==> src/rtl/core/dqap_pkg.sv <==
// ----------------------------------------------------------------------------
// dqap_pkg
// Types and constants of the dotted-quad address parser.
// ----------------------------------------------------------------------------
`default_nettype none

package dqap_pkg;

	localparam int unsigned ByteW   = 8;
	localparam int unsigned StatusW = 2;
	localparam int unsigned AddrW   = 32;

	localparam logic [ByteW-1:0] CH_NUL  = 8'h00;
	localparam logic [ByteW-1:0] CH_DOT  = 8'h2E;
	localparam logic [ByteW-1:0] CH_ZERO = 8'h30;
	localparam logic [ByteW-1:0] CH_NINE = 8'h39;

	// Octet accumulator is wide enough for 255 * 10 + 9.
	localparam int unsigned AccW = 12;
	localparam logic [AccW-1:0] OCTET_LIMIT = 12'd256;
	localparam logic [AccW-1:0] RADIX       = 12'd10;
	localparam logic [1:0]      LAST_OCTET  = 2'd3;

	localparam logic [StatusW-1:0] ST_PARSED    = 2'd0;
	localparam logic [StatusW-1:0] ST_EMPTY     = 2'd1;
	localparam logic [StatusW-1:0] ST_NONNUM    = 2'd2;
	localparam logic [StatusW-1:0] ST_MALFORMED = 2'd3;

	typedef struct packed {
		logic [StatusW-1:0] status;
		logic [AddrW-1:0]   address;
	} result_t;

endpackage

`default_nettype wire

==> src/rtl/core/dotted_quad_address_parser.sv <==
// ----------------------------------------------------------------------------
// dotted_quad_address_parser
// Classifies a zero-terminated host name and parses dotted-quad addresses.
// ----------------------------------------------------------------------------
// Path: an accepted zero byte is held in the input stage, then its result is loaded into the result register.
// Throughput: one byte per cycle; bytes flow while a result waits, and only a
// zero byte stalls when the result register is still occupied.
// Reset: arst_n clears the input stage, the parse state and the result valid.
`default_nettype none

module dotted_quad_address_parser (
	input  wire logic        clk,
	input  wire logic        arst_n,
	input  wire logic        s_axis_tvalid,
	output      logic        s_axis_tready,
	input  wire logic [7:0]  s_axis_tdata,   // [7:0] text_byte
	output      logic        m_axis_tvalid,
	input  wire logic        m_axis_tready,
	output      logic [31:0] m_axis_tdata,   // [31:0] address
	output      logic [1:0]  m_axis_tuser    // [1:0] status
);
	import dqap_pkg::*;

	logic       in_valid_s1;
	logic [7:0] in_byte_s1;
	logic       advance;
	logic       done;
	logic       out_free;
	result_t    result;

	// A zero byte may only leave the input stage when the result register can take it.
	assign advance       = in_valid_s1 && (!done || out_free);
	assign s_axis_tready = !in_valid_s1 || advance;

	always_ff @(posedge clk or negedge arst_n) begin
		if (!arst_n) begin
			in_valid_s1 <= 1'b0;
		end else if (s_axis_tready) begin
			in_valid_s1 <= s_axis_tvalid;
		end
	end

	always_ff @(posedge clk) begin
		if (s_axis_tready && s_axis_tvalid) begin
			in_byte_s1 <= s_axis_tdata;
		end
	end

	dqap_scan u_scan (
		.clk       (clk),
		.arst_n    (arst_n),
		.step      (advance),
		.text_byte (in_byte_s1),
		.done      (done),
		.result    (result)
	);

	dqap_out_reg u_out (
		.clk           (clk),
		.arst_n        (arst_n),
		.load          (advance && done),
		.result        (result),
		.free          (out_free),
		.m_axis_tvalid (m_axis_tvalid),
		.m_axis_tready (m_axis_tready),
		.m_axis_tdata  (m_axis_tdata),
		.m_axis_tuser  (m_axis_tuser)
	);

endmodule

`default_nettype wire

==> src/rtl/core/dqap_scan.sv <==
// ----------------------------------------------------------------------------
// dqap_scan
// Per-name parse state and the classification of a name at its end byte.
// ----------------------------------------------------------------------------
`default_nettype none

module dqap_scan (
	input  wire logic                   clk,
	input  wire logic                   arst_n,
	input  wire logic                   step,
	input  wire logic [7:0]             text_byte,
	output      logic                   done,
	output      dqap_pkg::result_t      result
);
	import dqap_pkg::*;

	logic [1:0]      octet_index_q;
	logic [7:0]      octet_value_q;
	logic            digit_seen_q;
	logic            malformed_q;
	logic            foreign_q;
	logic            any_byte_q;
	logic [23:0]     finished_q;

	logic            is_digit;
	logic            is_dot;
	logic [AccW-1:0] next_val;
	logic            overflow;

	assign done     = (text_byte == CH_NUL);
	assign is_digit = (text_byte >= CH_ZERO) && (text_byte <= CH_NINE);
	assign is_dot   = (text_byte == CH_DOT);
	assign next_val = AccW'(octet_value_q) * RADIX + AccW'(text_byte - CH_ZERO);
	assign overflow = (next_val >= OCTET_LIMIT);

	always_comb begin
		result.address = '0;
		if (!any_byte_q) begin
			result.status = ST_EMPTY;
		end else if (foreign_q) begin
			result.status = ST_NONNUM;
		end else if (malformed_q || octet_index_q != LAST_OCTET || !digit_seen_q) begin
			result.status = ST_MALFORMED;
		end else begin
			result.status  = ST_PARSED;
			result.address = {finished_q, octet_value_q};
		end
	end

	always_ff @(posedge clk or negedge arst_n) begin
		if (!arst_n) begin
			octet_index_q <= '0;
			octet_value_q <= '0;
			digit_seen_q  <= 1'b0;
			malformed_q   <= 1'b0;
			foreign_q     <= 1'b0;
			any_byte_q    <= 1'b0;
			finished_q    <= '0;
		end else if (step) begin
			if (done) begin
				octet_index_q <= '0;
				octet_value_q <= '0;
				digit_seen_q  <= 1'b0;
				malformed_q   <= 1'b0;
				foreign_q     <= 1'b0;
				any_byte_q    <= 1'b0;
				finished_q    <= '0;
			end else begin
				any_byte_q <= 1'b1;
				if (is_digit) begin
					if (!malformed_q) begin
						if (overflow) begin
							malformed_q <= 1'b1;
						end else begin
							octet_value_q <= next_val[7:0];
							digit_seen_q  <= 1'b1;
						end
					end
				end else if (is_dot) begin
					if (!malformed_q) begin
						if (!digit_seen_q || octet_index_q == LAST_OCTET) begin
							malformed_q <= 1'b1;
						end else begin
							finished_q    <= {finished_q[15:0], octet_value_q};
							octet_index_q <= octet_index_q + 2'd1;
							octet_value_q <= '0;
							digit_seen_q  <= 1'b0;
						end
					end
				end else begin
					foreign_q <= 1'b1;
				end
			end
		end
	end

endmodule

`default_nettype wire

==> src/rtl/core/dqap_out_reg.sv <==
// ----------------------------------------------------------------------------
// dqap_out_reg
// Result register driving the output stream.
// ----------------------------------------------------------------------------
`default_nettype none

module dqap_out_reg (
	input  wire logic                 clk,
	input  wire logic                 arst_n,
	input  wire logic                 load,
	input  wire dqap_pkg::result_t    result,
	output      logic                 free,
	output      logic                 m_axis_tvalid,
	input  wire logic                 m_axis_tready,
	output      logic [31:0]          m_axis_tdata,
	output      logic [1:0]           m_axis_tuser
);
	import dqap_pkg::*;

	logic    out_valid_q;
	result_t out_res_q;

	assign free          = !out_valid_q || m_axis_tready;
	assign m_axis_tvalid = out_valid_q;
	assign m_axis_tdata  = out_res_q.address;
	assign m_axis_tuser  = out_res_q.status;

	always_ff @(posedge clk or negedge arst_n) begin
		if (!arst_n) begin
			out_valid_q <= 1'b0;
		end else if (free) begin
			out_valid_q <= load;
		end
	end

	always_ff @(posedge clk) begin
		if (load && free) begin
			out_res_q <= result;
		end
	end

endmodule

`default_nettype wire

==> config.mk <==
export PLATFORM = sky130hd
export DESIGN_NAME = dotted_quad_address_parser
export DESIGN_NICKNAME = d
export VERILOG_FILES = /design/src/rtl/core/dqap_pkg.sv /design/src/rtl/core/dotted_quad_address_parser.sv /design/src/rtl/core/dqap_scan.sv /design/src/rtl/core/dqap_out_reg.sv
export SDC_FILE = /design/constraint.sdc
export NUM_CORES = 1
export LEC_CHECK = 0
export ABC_AREA = 1
export BUFFER_PORTS_ARGS = -buffer_cell sky130_fd_sc_hd__buf_2
export CORE_AREA = 2 2 122 124
export CTS_CLUSTER_SIZE = 20
export DETAILED_ROUTE_END_ITERATION = 12
export DIE_AREA = 0 0 124 126
export GPL_TIMING_DRIVEN = 0
export HOLD_SLACK_MARGIN = 0.05
export PLACE_DENSITY = 0.59
export SLEW_MARGIN = 40
export SYNTH_ARGS = -nofsm -noshare
export SYNTH_HDL_FRONTEND = slang
export SYNTH_SLANG_ARGS = --single-unit
==> constraint.sdc <==
create_clock -name clk -period 3.2 [get_ports clk]
set_input_delay 0.48 -clock clk [delete_from_list [all_inputs] [get_ports clk]]
set_output_delay 0.48 -clock clk [all_outputs]
set_load 0.01 [all_outputs]
==> impl_metrics.tcl <==
set metrics [dict create \
    yosys.area.top_type_share_pct 30.1 \
    cp.depth 21 \
    failed_checks "negative setup slack" \
    place_congestion 0.802 \
    vias 3141 \
    cts_root_buf "clkbuf_16" \
    min_period_ns 3.28 \
    antenna_cells 0 \
    drive_gt1_share_pct 23.4 \
    path_class "flop to flop" \
    dp.cells 675 \
    post-route-period-util_pct 103 \
    viasPerCell 4.48 \
    crit_buf_inv 2 \
    final_cell_count_no_fill 701 \
    setup_violations 10 \
    synth_cells 444 \
    cts-hold-fix-buffers 0 \
    startpoint_type "flop" \
    overflow 0 \
    p_leak_nw 2.47 \
    clk_latency_ns 0.33 \
    grt_pass1_vias 3067 \
    path_delay_family "adder cells" \
    netlist_top_cells_count "nand2_1 (89), inv_1 (76), nor2_1 (53)" \
    ctsHtreeMaxLevel 3 \
    synth-async-reset-ratio_pct 48.8 \
    dieHeight_um 126 \
    die_w_um 124 \
    cts_max_path_buffers 2 \
    drt_pre_antenna_iters 5 \
    synth_top_area_cell "edfxtp_1" \
    grt_use_met2_pct 17.6 \
    netlist_area_mm2 0.00420 \
    grt_max_degree 41 \
    clock_sinks 82 \
    ys_top_cells_by_area "edfxtp_1 (30%), dfrtp_1 (24%), nand2_1 (8.0%), ha_1 (7.8%), inv_1 (6.8%)" \
    busiest_layer "met2" \
    fmax_mhz 305 \
    clkSlewWorstSetupHoldPaths_ns 0.06 \
    start_util_pct 29.3 \
    cp.required_ns 3.42 \
    slew_headroom_pct 50.6 \
    io_pins 48 \
    min_path_type "input port to async pin" \
    fin_skew_ns 0.00546 \
    syn_area_per_cell_um2 9.45 \
    routed_wl_mm 8.47 \
    place_ws_ns -0.451 \
    antenna_found_initial 0 \
    maxSlewViolCount 0 \
    finalHoldViolations 0 \
    fillers 1448 \
    cap_violations 0 \
    hold_ws_ns 0.136 \
    ys_ff_latch 82 \
    worst_path_largest_cell_delay_ns 0.42 \
    yosysSeqAreaShare_pct 53.9 \
    cts_tree "done" \
    yosys_warnings 0 \
    drtAntennaViolNets 0 \
    synth-edff-count 42 \
    drc_errors 0 \
    fin_ws_ns -0.0835 \
    syn_nets 484 \
    cp.arrival_ns 3.50 \
    status "finished, violations left" \
    syn2layout_area_growth_pct 21.6 \
    vdd_drop_max_uv 223 \
    track_usage_pct 11.5 \
    powerDensity_mw_per_mm2 434 \
    use_met1_pct 15.7 \
    critPathMaxFanout 5 \
    crit_chain "ha_1, ha_2, inv_2, fa_2, o21ai_2, nand2_1, nand2_1, a21oi_2, xor2_1, ha_1, nand2_2, nor2_2, nand3_1, nand3_2, inv_2, nand2_2, nand4_1, nand2_2, nand2_2, nand2_1, nand2_1" \
    synthDistinctLibCells 35 \
    synth_most_common_cell "nand2_1" \
    synth_flop_cell "edfxtp_1" \
    final_area_mm2 0.00510 \
    dpl.hpwl_mm 6.24 \
    place_area_mm2 0.00466 \
    io_buffers 47 \
    num_rows 44 \
    die-area_mm2 0.0156 \
    slowest_stage "dfrtp_1" \
    coreArea_mm2 0.0143 \
    rsz0062_at_grt "yes" \
    post_drt_wl_per_cell_um 12.1 \
    worstMarginPinSlew_ns 0.740 \
    cts_buffers 9 \
    endpoint_kind "flop" \
    final_util_pct 35.6 \
    first_iter_violations 223 \
    grt_pass1_wl_mm 14.2 \
    met3_usage_pct 3.49 \
    nets 552 \
    reg2reg_depth 21 \
]
[metrics by stage]
step	setup TNS, ns	power (mW)
2_1_floorplan	0	1.24
3_3_place_gp	-3.58	1.28
3_5_place_dp	-4.14	1.29
4_1_cts	-0.946	2.23
5_1_grt	-3.06	2.31
6_report	-0.645	2.22
[cell families (layout without fill, tap and decap cells)]
family                     after synthesis  in the layout  share of synthesized area, %
and+or+nand+nor                        188            189                          19.7
buffers and inverters                   87            159                          8.38
DFF                                     82             82                          53.9
AOI/OAI and AO/OA                       47             47                          6.77
adders and majority gates               28             28                          8.71
xor gates and xnor gates                11             11                          2.30
muxes                                    1              1                         0.239
[report_power, final]
group	switching (mW)	internal, mW
clock network	0.396	0.530
registers	0.0174	1.12
logic	0.0925	0.0574
total	0.506	1.71
[cell usage in the layout, fill, tap and decap left out, drive strengths merged]
cell       n
nand2     93
inv       80
buf       61
nor2      58
edfxtp    42
dfrtp     40
ha        26
o22ai     25
nand3     22
clkbuf    14
a21oi     13
xnor2      6
nand4      6
xor2       5
nor3       5
o21ai      5
or2        3
clkinv     3
fa         2
nand3b     1
a21boi     1
o211ai     1
o31ai      1
a31oi      1
nor4       1
mux2i      1
clkinvlp   1
[worst reg2reg max path: cells and delay by family, from the launching register on]
kind                     cells  cell delay [ns]
AO/OA/AOI/OAI                2             0.23
XOR/XNOR                     1             0.17
buffers and inverters        2             0.08
AND/OR/NAND/NOR             12             1.11
adder cells (fa/ha/maj)      4             1.16
flip-flops                   1             0.42
[worst paths after layout]
path / start / endpoint / slack (ns)
worst min register to register: u_scan.octet_index_q[0] / u_scan.octet_index_q[0] / 0.49
worst min-delay path: arst_n / u_scan.finished_q[13] / 0.14
min in group clk: s_axis_tdata[6] / in_byte_s1[6] / 0.33
max in group asynchronous: arst_n / u_scan.octet_value_q[1] / 2.68
worst max register to register: u_scan.octet_value_q[3] / u_scan.octet_value_q[3] / -0.08
worst max-delay path: u_scan.octet_value_q[3] / u_scan.octet_value_q[3] / -0.08
[timing repair]
action                                  in CTS  in global routing
pin swaps                                   15                 16
endpoints found under the hold margin        0                  0
buffers inserted                             6                  3
gates resized for setup                     17                 11
cloned                                       1                  0
endpoints found under the setup margin      10                 10
[per-layer routing]
layer | routed length (um) | vias to the layer above
met5 | 0 | -
met4 | 46 | 0
met3 | 509 | 4
met2 | 3880 | 84
met1 | 4040 | 1469
li1 | - | 1584
[registers in the layout (all words and copies together) (netlist names)]
| name | cells |
|---|---|
| u_out.m_axis_tdata | 32 |
| u_scan.digit_seen_q | 1 |
| u_scan.foreign_q | 1 |
| u_scan.malformed_q | 1 |
| u_out.m_axis_tvalid | 1 |
| u_scan.finished_q | 24 |
| u_scan.any_byte_q | 1 |
| in_byte_s1 | 8 |
| u_out.m_axis_tuser | 2 |
| in_valid_s1 | 1 |
| u_scan.octet_index_q | 2 |
| u_scan.octet_value_q | 8 |
[final cells by class]
class,instances,area [um2],area share [%]
Tap cell,184,230,4.51
Sequential cell,82,2260,44.4
Multi-Input combinational cell,276,1680,32.8
Clock inverter,5,38.8,0.760
Timing Repair Buffer,56,309,6.06
Buffer,8,55.1,1.08
Clock buffer,11,233,4.56
Inverter,79,297,5.81
Note: power is estimated with default switching activity, not from simulation.
